--- src/rtl/jste_pkg.sv ---
package jste_pkg;

  localparam int MAX_JOBS  = 32;
  localparam int IDX_W     = $clog2(MAX_JOBS);
  localparam int CNT_W     = $clog2(MAX_JOBS + 1);
  localparam int ARR_W     = 16;
  localparam int BUR_W     = 16;
  localparam int TIME_W    = 22;
  localparam int JOB_IDX_W = 5;

  localparam logic [TIME_W-1:0] TIME_MAX = {TIME_W{1'b1}};

  localparam int CQ_DEPTH = 4;
  localparam int CQ_PTR_W = $clog2(CQ_DEPTH);
  localparam int CQ_CNT_W = $clog2(CQ_DEPTH + 1);

  typedef struct packed {
    logic [ARR_W-1:0] arrival_time;
    logic [BUR_W-1:0] burst_time;
    logic             last_job;
  } in_item_t;

  typedef struct packed {
    logic [JOB_IDX_W-1:0] job_index;
    logic [TIME_W-1:0]    start_time;
    logic [TIME_W-1:0]    waiting_time;
    logic [TIME_W-1:0]    turnaround_time;
    logic                 last_result;
  } out_item_t;

  // command handed from front to back
  typedef struct packed {
    logic [ARR_W-1:0] arrival;
    logic [BUR_W-1:0] burst;
    logic [IDX_W-1:0] slot;
    logic [CNT_W-1:0] count;
    logic             store;
    logic             last;
  } cmd_t;

  typedef enum logic [1:0] {
    BK_IDLE,
    BK_SCAN,
    BK_START,
    BK_EMIT
  } bk_state_t;

endpackage

--- src/rtl/job_schedule_timing_engine.sv ---
// Loading: one job per cycle is taken while the 4-entry command queue has room.
// A job without last_job gives no result. A set of n jobs gives n results (at most 32), one per
// scan of the job table (table reads and compares, then pick, then emit of the result).
// A waiting result holds the back end; the loader runs on until the command queue fills.
// Reset clears control state and sets policy to FCFS; the job table is not cleared.
module job_schedule_timing_engine
  import jste_pkg::*;
(
  input  logic      clk,
  input  logic      rst_n,
  input  logic      in_push,
  output logic      in_full,
  input  in_item_t  in_data,
  input  logic      out_pop,
  output logic      out_empty,
  output out_item_t out_data,
  input  logic      cfg_we,
  input  logic      cfg_wdata
);

  cmd_t fq_data;
  cmd_t bq_data;
  logic fq_push;
  logic cq_full;
  logic cq_pop;
  logic cq_empty;

  jste_front u_front (
    .clk     (clk),
    .rst_n   (rst_n),
    .in_push (in_push),
    .in_data (in_data),
    .cq_full (cq_full),
    .in_full (in_full),
    .cq_push (fq_push),
    .cq_data (fq_data)
  );

  jste_cmd_q u_cmd_q (
    .clk       (clk),
    .rst_n     (rst_n),
    .push      (fq_push),
    .push_data (fq_data),
    .full      (cq_full),
    .pop       (cq_pop),
    .pop_data  (bq_data),
    .empty     (cq_empty)
  );

  jste_back u_back (
    .clk       (clk),
    .rst_n     (rst_n),
    .cfg_we    (cfg_we),
    .cfg_wdata (cfg_wdata),
    .cq_data   (bq_data),
    .cq_empty  (cq_empty),
    .cq_pop    (cq_pop),
    .out_pop   (out_pop),
    .out_empty (out_empty),
    .out_data  (out_data)
  );

endmodule

--- src/rtl/jste_front.sv ---
module jste_front
  import jste_pkg::*;
(
  input  logic     clk,
  input  logic     rst_n,
  input  logic     in_push,
  input  in_item_t in_data,
  input  logic     cq_full,
  output logic     in_full,
  output logic     cq_push,
  output cmd_t     cq_data
);

  logic [CNT_W-1:0] cnt_r, cnt_nxt;
  logic             accept;
  logic             room;

  assign in_full = cq_full;
  assign accept  = in_push && !cq_full;
  assign room    = (cnt_r < CNT_W'(MAX_JOBS));

  always_comb begin
    cq_data.arrival = in_data.arrival_time;
    cq_data.burst   = in_data.burst_time;
    cq_data.slot    = cnt_r[IDX_W-1:0];
    cq_data.store   = room;
    cq_data.last    = in_data.last_job;
    cq_data.count   = room ? cnt_r + CNT_W'(1) : cnt_r;
  end

  // a dropped job without last_job leaves nothing for the back end
  assign cq_push = accept && (room || in_data.last_job);

  always_comb begin
    cnt_nxt = cnt_r;
    if (accept) begin
      if (in_data.last_job) begin
        cnt_nxt = '0;
      end else if (room) begin
        cnt_nxt = cnt_r + CNT_W'(1);
      end
    end
  end

  always_ff @(posedge clk) begin
    if (!rst_n) begin
      cnt_r <= '0;
    end else begin
      cnt_r <= cnt_nxt;
    end
  end

endmodule

--- src/rtl/jste_cmd_q.sv ---
module jste_cmd_q
  import jste_pkg::*;
(
  input  logic clk,
  input  logic rst_n,
  input  logic push,
  input  cmd_t push_data,
  output logic full,
  input  logic pop,
  output cmd_t pop_data,
  output logic empty
);

  cmd_t                slots_r [CQ_DEPTH];
  logic [CQ_PTR_W-1:0] wr_ptr_r, rd_ptr_r;
  logic [CQ_CNT_W-1:0] cnt_r;
  logic                do_push, do_pop;

  assign full     = (cnt_r == CQ_CNT_W'(CQ_DEPTH));
  assign empty    = (cnt_r == '0);
  assign do_push  = push && !full;
  assign do_pop   = pop && !empty;
  assign pop_data = slots_r[rd_ptr_r];

  always_ff @(posedge clk) begin
    if (do_push) begin
      slots_r[wr_ptr_r] <= push_data;
    end
  end

  always_ff @(posedge clk) begin
    if (!rst_n) begin
      wr_ptr_r <= '0;
      rd_ptr_r <= '0;
      cnt_r    <= '0;
    end else begin
      if (do_push) begin
        wr_ptr_r <= (wr_ptr_r == CQ_PTR_W'(CQ_DEPTH - 1)) ? '0 : wr_ptr_r + CQ_PTR_W'(1);
      end
      if (do_pop) begin
        rd_ptr_r <= (rd_ptr_r == CQ_PTR_W'(CQ_DEPTH - 1)) ? '0 : rd_ptr_r + CQ_PTR_W'(1);
      end
      if (do_push && !do_pop) begin
        cnt_r <= cnt_r + CQ_CNT_W'(1);
      end else if (do_pop && !do_push) begin
        cnt_r <= cnt_r - CQ_CNT_W'(1);
      end
    end
  end

endmodule

--- src/rtl/jste_back.sv ---
module jste_back
  import jste_pkg::*;
(
  input  logic      clk,
  input  logic      rst_n,
  input  logic      cfg_we,
  input  logic      cfg_wdata,
  input  cmd_t      cq_data,
  input  logic      cq_empty,
  output logic      cq_pop,
  input  logic      out_pop,
  output logic      out_empty,
  output out_item_t out_data
);

  bk_state_t state_r, state_nxt;

  logic [ARR_W-1:0] arr_mem [MAX_JOBS];
  logic [BUR_W-1:0] bur_mem [MAX_JOBS];
  logic [ARR_W-1:0] rd_arr_r;
  logic [BUR_W-1:0] rd_bur_r;
  logic [IDX_W-1:0] rd_addr;

  logic              policy_r;
  logic [CNT_W-1:0]  n_r, n_nxt;
  logic [CNT_W-1:0]  k_r, k_nxt;
  logic [CNT_W-1:0]  iss_r, iss_nxt;
  logic              cmp_vld_r, cmp_vld_nxt;
  logic [IDX_W-1:0]  cmp_idx_r;
  logic [MAX_JOBS-1:0] done_r, done_nxt;
  logic [TIME_W-1:0] clock_r, clock_nxt;

  logic              sjf_fnd_r, sjf_fnd_nxt;
  logic [IDX_W-1:0]  sjf_idx_r, sjf_idx_nxt;
  logic [ARR_W-1:0]  sjf_arr_r, sjf_arr_nxt;
  logic [BUR_W-1:0]  sjf_bur_r, sjf_bur_nxt;
  logic              fc_fnd_r, fc_fnd_nxt;
  logic [IDX_W-1:0]  fc_idx_r, fc_idx_nxt;
  logic [ARR_W-1:0]  fc_arr_r, fc_arr_nxt;
  logic [BUR_W-1:0]  fc_bur_r, fc_bur_nxt;

  logic [IDX_W-1:0]  pick_idx_r, pick_idx_nxt;
  logic [ARR_W-1:0]  pick_arr_r, pick_arr_nxt;
  logic [BUR_W-1:0]  pick_bur_r, pick_bur_nxt;
  logic [TIME_W-1:0] start_r, start_nxt;

  logic              res_vld_r, res_vld_nxt;
  out_item_t         res_r, res_nxt;

  logic              mem_we;
  logic              issuing;
  logic              cand;
  logic              arrived;
  logic              sjf_better, fc_better;
  logic              use_sjf;
  logic [TIME_W-1:0] arr_ext;
  logic [TIME_W-1:0] wait_t;
  logic [TIME_W:0]   turn_sum, clk_sum;
  logic              res_free;
  logic              last_pick;

  assign out_empty = !res_vld_r;
  assign out_data  = res_r;

  assign issuing = (state_r == BK_SCAN) && (iss_r < n_r);
  assign rd_addr = issuing ? iss_r[IDX_W-1:0] : '0;
  assign mem_we  = (state_r == BK_IDLE) && !cq_empty && cq_data.store;

  always_ff @(posedge clk) begin
    if (mem_we) begin
      arr_mem[cq_data.slot] <= cq_data.arrival;
      bur_mem[cq_data.slot] <= cq_data.burst;
    end
    rd_arr_r <= arr_mem[rd_addr];
    rd_bur_r <= bur_mem[rd_addr];
  end

  // compare of the job read last cycle against both running bests
  assign cand    = cmp_vld_r && !done_r[cmp_idx_r];
  assign arrived = ({{(TIME_W-ARR_W){1'b0}}, rd_arr_r} <= clock_r);
  assign sjf_better = !sjf_fnd_r || (rd_bur_r < sjf_bur_r) ||
                      ((rd_bur_r == sjf_bur_r) && (rd_arr_r < sjf_arr_r));
  assign fc_better  = !fc_fnd_r || (rd_arr_r < fc_arr_r) ||
                      ((rd_arr_r == fc_arr_r) && (rd_bur_r < fc_bur_r));
  assign use_sjf    = policy_r && sjf_fnd_r;

  assign arr_ext   = {{(TIME_W-ARR_W){1'b0}}, pick_arr_r};
  assign wait_t    = start_r - arr_ext;
  assign turn_sum  = {1'b0, wait_t} + {{(TIME_W+1-BUR_W){1'b0}}, pick_bur_r};
  assign clk_sum   = {1'b0, start_r} + {{(TIME_W+1-BUR_W){1'b0}}, pick_bur_r};
  assign res_free  = !res_vld_r || out_pop;
  assign last_pick = ((k_r + CNT_W'(1)) == n_r);

  always_comb begin
    state_nxt = state_r;
    case (state_r)
      BK_IDLE: begin
        if (!cq_empty && cq_data.last) begin
          state_nxt = BK_SCAN;
        end
      end
      BK_SCAN: begin
        if ((iss_r == n_r) && !cmp_vld_r) begin
          state_nxt = BK_START;
        end
      end
      BK_START: begin
        state_nxt = BK_EMIT;
      end
      BK_EMIT: begin
        if (res_free) begin
          state_nxt = last_pick ? BK_IDLE : BK_SCAN;
        end
      end
      default: begin
        state_nxt = BK_IDLE;
      end
    endcase
  end

  always_comb begin
    cq_pop       = 1'b0;
    n_nxt        = n_r;
    k_nxt        = k_r;
    iss_nxt      = iss_r;
    cmp_vld_nxt  = issuing;
    done_nxt     = done_r;
    clock_nxt    = clock_r;
    sjf_fnd_nxt  = sjf_fnd_r;
    sjf_idx_nxt  = sjf_idx_r;
    sjf_arr_nxt  = sjf_arr_r;
    sjf_bur_nxt  = sjf_bur_r;
    fc_fnd_nxt   = fc_fnd_r;
    fc_idx_nxt   = fc_idx_r;
    fc_arr_nxt   = fc_arr_r;
    fc_bur_nxt   = fc_bur_r;
    pick_idx_nxt = pick_idx_r;
    pick_arr_nxt = pick_arr_r;
    pick_bur_nxt = pick_bur_r;
    start_nxt    = start_r;
    res_vld_nxt  = res_vld_r && !out_pop;
    res_nxt      = res_r;
    case (state_r)
      BK_IDLE: begin
        cq_pop = !cq_empty;
        if (!cq_empty && cq_data.last) begin
          n_nxt      = cq_data.count;
          k_nxt      = '0;
          iss_nxt    = '0;
          clock_nxt  = '0;
          sjf_fnd_nxt = 1'b0;
          fc_fnd_nxt  = 1'b0;
        end
      end
      BK_SCAN: begin
        if (issuing) begin
          iss_nxt = iss_r + CNT_W'(1);
        end
        if (cand && arrived && sjf_better) begin
          sjf_fnd_nxt = 1'b1;
          sjf_idx_nxt = cmp_idx_r;
          sjf_arr_nxt = rd_arr_r;
          sjf_bur_nxt = rd_bur_r;
        end
        if (cand && fc_better) begin
          fc_fnd_nxt = 1'b1;
          fc_idx_nxt = cmp_idx_r;
          fc_arr_nxt = rd_arr_r;
          fc_bur_nxt = rd_bur_r;
        end
      end
      BK_START: begin
        pick_idx_nxt = use_sjf ? sjf_idx_r : fc_idx_r;
        pick_arr_nxt = use_sjf ? sjf_arr_r : fc_arr_r;
        pick_bur_nxt = use_sjf ? sjf_bur_r : fc_bur_r;
        // idle server: clock jumps ahead to the arrival
        if ({{(TIME_W-ARR_W){1'b0}}, pick_arr_nxt} > clock_r) begin
          start_nxt = {{(TIME_W-ARR_W){1'b0}}, pick_arr_nxt};
        end else begin
          start_nxt = clock_r;
        end
      end
      BK_EMIT: begin
        if (res_free) begin
          res_vld_nxt             = 1'b1;
          res_nxt.job_index       = JOB_IDX_W'(pick_idx_r);
          res_nxt.start_time      = start_r;
          res_nxt.waiting_time    = wait_t;
          res_nxt.turnaround_time = turn_sum[TIME_W] ? TIME_MAX : turn_sum[TIME_W-1:0];
          res_nxt.last_result     = last_pick;
          sjf_fnd_nxt             = 1'b0;
          fc_fnd_nxt              = 1'b0;
          iss_nxt                 = '0;
          if (last_pick) begin
            done_nxt  = '0;
            clock_nxt = '0;
          end else begin
            done_nxt[pick_idx_r] = 1'b1;
            clock_nxt = clk_sum[TIME_W] ? TIME_MAX : clk_sum[TIME_W-1:0];
            k_nxt     = k_r + CNT_W'(1);
          end
        end
      end
      default: begin
      end
    endcase
  end

  always_ff @(posedge clk) begin
    if (!rst_n) begin
      state_r   <= BK_IDLE;
      policy_r  <= 1'b0;
      n_r       <= '0;
      k_r       <= '0;
      iss_r     <= '0;
      cmp_vld_r <= 1'b0;
      done_r    <= '0;
      clock_r   <= '0;
      sjf_fnd_r <= 1'b0;
      fc_fnd_r  <= 1'b0;
      res_vld_r <= 1'b0;
    end else begin
      state_r   <= state_nxt;
      if (cfg_we) begin
        policy_r <= cfg_wdata;
      end
      n_r       <= n_nxt;
      k_r       <= k_nxt;
      iss_r     <= iss_nxt;
      cmp_vld_r <= cmp_vld_nxt;
      done_r    <= done_nxt;
      clock_r   <= clock_nxt;
      sjf_fnd_r <= sjf_fnd_nxt;
      fc_fnd_r  <= fc_fnd_nxt;
      res_vld_r <= res_vld_nxt;
    end
  end

  always_ff @(posedge clk) begin
    cmp_idx_r  <= rd_addr;
    sjf_idx_r  <= sjf_idx_nxt;
    sjf_arr_r  <= sjf_arr_nxt;
    sjf_bur_r  <= sjf_bur_nxt;
    fc_idx_r   <= fc_idx_nxt;
    fc_arr_r   <= fc_arr_nxt;
    fc_bur_r   <= fc_bur_nxt;
    pick_idx_r <= pick_idx_nxt;
    pick_arr_r <= pick_arr_nxt;
    pick_bur_r <= pick_bur_nxt;
    start_r    <= start_nxt;
    res_r      <= res_nxt;
  end

endmodule

--- config.mk ---
export PLATFORM = sky130hd
export DESIGN_NAME = job_schedule_timing_engine
export DESIGN_NICKNAME = d
export VERILOG_FILES = /design/src/rtl/jste_pkg.sv /design/src/rtl/job_schedule_timing_engine.sv /design/src/rtl/jste_front.sv /design/src/rtl/jste_cmd_q.sv /design/src/rtl/jste_back.sv
export SDC_FILE = /design/constraint.sdc
export NUM_CORES = 2
export LEC_CHECK = 0
export ABC_AREA = 1
export BUFFER_PORTS_ARGS = -buffer_cell sky130_fd_sc_hd__buf_2
export CORE_ASPECT_RATIO = 0.7
export CORE_MARGIN = 5
export CORE_UTILIZATION = 38
export DETAILED_ROUTE_END_ITERATION = 16
export SLEW_MARGIN = 0
export SYNTH_ARGS = -nofsm -noshare
export SYNTH_HDL_FRONTEND = slang
export SYNTH_SLANG_ARGS = --single-unit
--- constraint.sdc ---
create_clock -name clk -period 5.8 [get_ports clk]
set_input_delay 0.29 -clock clk [delete_from_list [all_inputs] [get_ports clk]]
set_output_delay 0.29 -clock clk [all_outputs]
set_load 0.03 [all_outputs]
# Yosys cells after proc, flatten, opt, wreduce, memory -nomap -nowiden

Memory sizes are Yosys's and may differ from the RTL's. A register that Yosys moved wholly into a read port is not among the register bits.
Index checks and enable logic that the tools add are counted.

Add/subtract/negate cells: 10
$mul: 0
Div/mod/pow operators: 0
Order comparisons: 11
Equality and inequality tests: 17
Shift operators: 0
Mux-type cells: 48
Bitwise logic cells: 1
Reductions and logical operators: 51

Operators with widths:

| kind                                                                 | count |
|---|---|
| 22-bit two-way mux                                                   | 4 |
| 16-bit < comparator                                                  | 4 |
| 16-bit two-way mux                                                   | 3 |
| 22-bit by 16-bit adder with 23-bit output                            | 2 |
| 22-bit one-hot mux with 2 select lines                               | 1 |
| 6-bit two-way mux                                                    | 7 |
| 16-bit == test                                                       | 2 |
| 32-bit two-way mux                                                   | 1 |
| 32-bit bitwise OR                                                    | 1 |
| 16-bit by 22-bit greater-than comparator with 1-bit output           | 1 |
| 16-bit by 22-bit less-or-equal comparator with 1-bit output          | 1 |
| 22-bit by 16-bit subtractor with 22-bit output                       | 1 |
| 1-bit logical AND                                                    | 20 |
| 6-bit by 1-bit adder with 6-bit output, second input constant        | 3 |
| 6-bit one-hot mux with 3 select lines                                | 1 |
| 4-bit AND reduction                                                  | 4 |
| 1-bit two-way mux                                                    | 14 |
| 2-bit two-way mux                                                    | 7 |
| 6-bit == test                                                        | 2 |
| 5-bit by 6-bit < comparator with 1-bit output, second input constant | 2 |
| 6-bit one-hot mux with 2 select lines                                | 1 |
| 1-bit logical NOT                                                    | 10 |
| 5-bit two-way mux                                                    | 2 |
| 2-bit != test, second input constant                                 | 5 |
| other kinds (22)                                                     | 39 |

Bits in registers: 302
Bits in latches: 0
RAM bits: 1204
ROM bits: 0
Bits of input ports: 39
Output and inout bits: 74
Word-level logic and storage cells: 173
Memories: 3

Memories:

| memory          | depth | bits a word | read ports | clocked after memory_dff | write ports | line             | source |
|---|---|---|---|---|---|---|---|
| u_back.arr_mem  | 32    | 16          | 1          | 1                        | 1           | jste_back.sv:18  | `logic [ARR_W-1:0] arr_mem [MAX_JOBS];` |
| u_back.bur_mem  | 32    | 16          | 1          | 1                        | 1           | jste_back.sv:19  | `logic [BUR_W-1:0] bur_mem [MAX_JOBS];` |
| u_cmd_q.slots_r | 4     | 45          | 1          | 1                        | 1           | jste_cmd_q.sv:14 | `cmd_t slots_r [CQ_DEPTH];` |

# Logic depth before layout (Yosys ltp)

Word-level depth: 9
Gate-level depth with buffers: 22

# Modules after synthesis

From an unflattened synthesis, not the netlist that was laid out.

Cells, all modules: 6945
Area total of the unflattened synthesis: 70390.0 sq um

By module, submodules not included:

| module     | times used | cells each | area an instance (sq um) | seq. area each (sq um) |
|---|---|---|---|---|
| jste_back  | 1          | 6336       | 62398.6                  | 39227.6 |
| jste_cmd_q | 1          | 507        | 7305.8                   | 5585.4 |
| jste_front | 1          | 102        | 685.7                    | 120.1 |

# Worst setup path after synthesis

OpenSTA, ideal clock, no wires.

Path kind: register to register
Start: register u_back.state_r[0]
End: register u_back.done_r[0]
Library setup time: 0.065 ns
Data arrival time: 5.013 ns
Path slack: 0.723 ns
Cell stages (with the launch flop): 8
Buffers on the path: 0
Path through: dfxtp_1 -> ha_1 -> inv_1 -> nor2_1 -> inv_1 -> nor3_1 -> a21oi_1 -> nor2_1

Longest elaborated chain between the ends: 2

RTL lines:

| item                                 | line             | source |
|---|---|---|
| from (decl)                          | jste_back.sv:16  | `bk_state_t state_r, state_nxt;` |
| from (signal assigned)               | jste_back.sv:223 | `state_r <= state_nxt;` |
| 2-bit == test                        | jste_back.sv:143 | `case (state_r)` |
| 2-bit AND reduction (no source line) | -                |  |
| to (signal assigned)                 | jste_back.sv:231 | `done_r <= done_nxt;` |
| to (decl)                            | jste_back.sv:30  | `logic [MAX_JOBS-1:0] done_r, done_nxt;` |

Every way passes these cells.
A chain may end at the register's enable or synchronous reset.

# Worst setup path after layout

Start: register u_back.start_r[1]
End: register u_back.res_r, in the netlist u_back.out_data[5] (data pin)

Longest elaborated chain between the ends: 2

RTL lines:

| item                                           | line             | source |
|---|---|---|
| from (decl)                                    | jste_back.sv:45  | `logic [TIME_W-1:0] start_r, start_nxt;` |
| from (signal assigned)                         | jste_back.sv:250 | `start_r <= start_nxt;` |
| 22-bit by 16-bit subtractor with 22-bit output | jste_back.sv:88  | `assign wait_t = start_r - arr_ext;` |
| via u_back.wait_t[6]                           | jste_back.sv:57  | `logic [TIME_W-1:0] wait_t;` |
| 22-bit by 16-bit adder with 23-bit output      | jste_back.sv:89  | `assign turn_sum = {1'b0, wait_t} + {{(TIME_W+1-BUR_W){1'b0}}, pick_bur_r};` |
| to (signal assigned)                           | jste_back.sv:251 | `res_r <= res_nxt;` |
| to (decl)                                      | jste_back.sv:48  | `out_item_t res_r, res_nxt;` |

The timed path passes the listed nets, and every way through them passes these cells.

==> impl_metrics.tcl <==
set metrics [dict create \
    status "finished, final reports clean" \
    power.total_mw 33.2 \
    grt_pass1_wl_um 302000 \
    overflow 0 \
    syn_area_um2 70000 \
    grtUsageTotal_pct 20.7 \
    critPathKind "register to register" \
    seq_area_um2 44900 \
    ant_nets 0 \
    pre_cts_slack_ns 1.63 \
    grt_max_degree 221 \
    cts_resized 0 \
    cp-end-kind "register" \
    avgRoutedWirePerCell_um 21.2 \
    synth-main-ff-cell "edfxtp_1" \
    startpoint_type "register" \
    cts_root_buffer "clkbuf_16" \
    required_ns 6.30 \
    synth_top_area_share_pct 60.4 \
    grt_pass1_vias 46700 \
    critPathMaxFanout 22 \
    hold_viol 0 \
    rows 131 \
    cap_violations 0 \
    nets 7210 \
    core_area_um2 183000 \
    cellPowerDensity_nw_per_um2 421 \
    antenna_found_initial 5 \
    finalCritPeriodShare_pct 73.2 \
    worstMarginPinSlew_ns 1.35 \
    syn2layout_area_growth_pct 12.7 \
    cts_tree "done" \
    synth_area_leaders "edfxtp_1 60%, nand2_1 8.3%, inv_1 6.8%" \
    hpwl_um 120000 \
    initial_utilization_pct 38.3 \
    synth_edf_count 1409 \
    ios 113 \
    ir_drop_mv 0.793 \
    clk_path_buf_depth 3 \
    drv_slew 0 \
    io_buffers 112 \
    clock.fmax_mhz 236 \
    cts_max_level 4 \
    routed_wl_um 204000 \
    drtPass1Iterations 8 \
    die_area_um2 193000 \
    place_inst 9281 \
    fin_ws_ns 1.55 \
    avgSynthCellArea_um2 10.1 \
    ys_ff_latch 1540 \
    synthArstFlopShare_pct 0 \
    cp_slowest_stage_delay_ns 0.50 \
    clk_pin_slew_worst_paths_ns 0.07 \
    hold_class "input port to register" \
    drc 0 \
    die_h_um 369 \
    drive_gt1_share_pct 8.25 \
    ys_seq_area_share_pct 64.2 \
    crit_top_cell "nand2_1" \
    min_period_ns 4.25 \
    leakagePower_nw 32.6 \
    viasPerCell 5.18 \
    rsz0062_at_grt "no" \
    setup_tns_ns 0 \
    skew_ns 0.0311 \
    finalSetupViolCount 0 \
    ys_types 46 \
    cts_sinks 1540 \
    die_w_um 523 \
    synth_top_cell_by_area "edfxtp_1" \
    hold_slack_ns 0.0654 \
    arrival_ns 4.75 \
    synth.net_count 7118 \
    synth_cells 6914 \
    finalNonFillerCells 9589 \
    worstSkewPairLatency_ns 0.80 \
    slowest_stage "fa_1" \
    slew-limit-headroom_pct 9.60 \
    vias 49700 \
    multi_input_area_um2 19300 \
    yosys_warnings 0 \
    numCtsBuffers 145 \
    fillers 17100 \
    gp_congestion 0.907 \
    drtIter0Drc 5818 \
    cp_cell_sequence "inv_1, fa_1, inv_1, nand2_1, nand2_1, nand2_1, o21ai_0, xor2_1, ha_1, nand2_1, o21ai_1, a21oi_1, o21ai_1, a21oi_1, nor2_2, nand2_2, o21ai_0" \
]
-- logic make-up after synthesis --
logic type               synth area share [%]
AND/OR/NAND/NOR                          19.5
multiplexers                           0.0804
flip-flops                               64.2
XOR/XNOR                                0.550
adder cells (fa/ha/maj)                  2.99
AO/OA/AOI/OAI                            3.57
buffers and inverters                    9.17
-- stage by stage --
| stage | utilization, % | cell area [um^2] |
|---|---|---|
| detailed placement | 40.4 | 73800 |
| global placement | 40.4 | 73800 |
| global route | 43.2 | 78900 |
| CTS | 43.2 | 78900 |
| finish | 43.2 | 78900 |
| floorplan | - | 70000 |
-- cell usage in the layout (no fill, tap or decap), types with 40 or more instances in the layout --
cell	instances
nand2_1	1551
edfxtp_1	1409
inv_1	1264
nand3_1	947
nor2_1	258
nand4_1	225
o21ai_0	182
a21oi_1	180
ha_1	159
clkbuf_16	148
dfxtp_1	129
buf_2	112
buf_4	107
nor2_4	46
clkbuf_1	40
-- Yosys cell counts, types with 98 or more instances --
| library cell | count |
|---|---|
| buf_2 | 168 |
| edfxtp_1 | 1409 |
| dfxtp_1 | 131 |
| inv_1 | 1265 |
| nor2_1 | 297 |
| nand2_1 | 1552 |
| nand4_1 | 225 |
| nand3_1 | 948 |
| o21ai_0 | 182 |
| a21oi_1 | 180 |
| ha_1 | 161 |
| clkbuf_1 | 98 |
-- path summary, 6_finish.rpt --
check | start | endpoint | slack (ns) | depth (start not counted)
min reg2reg | u_back.clock_r[17]$_SDFFE_PN0P_ | u_back.start_r[17]$_SDFFCE_PN0N_ | 0.46 | 0
min | in_push | u_front.cnt_r[4]$_SDFFE_PN0P_ | 0.07 | 6
max reg2reg | u_back.start_r[1]$_DFFE_PN_ | u_back.out_data[5]$_SDFFCE_PP1P_ | 1.55 | 17
max | u_back.start_r[1]$_DFFE_PN_ | u_back.out_data[5]$_SDFFCE_PP1P_ | 1.55 | 17
-- repair_timing --
item	in CTS	in global routing
hold endpoints to repair	154	0
hold buffers	37	0
setup buffers	0	0
-- layout make-up --
type                    count  area share, %
flip-flops and latches   1540           57.0
inverters                1275           6.10
repair buffers            272           2.60
multi-input cells        3772           24.4
diodes                      3        0.00952
well taps                2460           3.90
clock inverters            64          0.856
clock buffers             203           5.15
-- routing by layer --
metal  track usage, %  wire (um)  vias to the layer above
met5                0          0                        -
met4             5.53       4920                        0
met3             5.93      24000                      280
met2             28.5      81900                     2363
met1             31.4      92900                    23900
li1                 -          -                    23100
-- critical path, delay by kind of cell (launching register included) --
| family | cells | cell delay (ns) |
|---|---|---|
| xor gates and xnor gates | 1 | 0.38 |
| adders and majority gates | 2 | 0.88 |
| buffers and inverters | 2 | 0.27 |
| AOI/OAI and AO/OA | 6 | 1.11 |
| and+or+nand+nor | 6 | 0.84 |
| DFF | 1 | 0.49 |
-- sequential cells by signal, indices dropped and copies added, names as in the netlist, 22 cells and up, named ones only --
name             cells
u_back.arr_mem     512
u_back.bur_mem     512
u_back.out_data     72
u_cmd_q.slots_r    180
u_back.done_r       32
u_back.start_r      22
u_back.clock_r      22
-- power by group --
group	internal (mW)	leakage, nW	total, mW	switching, mW
sequential	14.6	13.8	15.0	0.446
clock	5.41	2.32	9.70	4.29
combinational	1.81	16.5	8.47	6.65
Note: power is estimated with default switching activity, not from simulation.
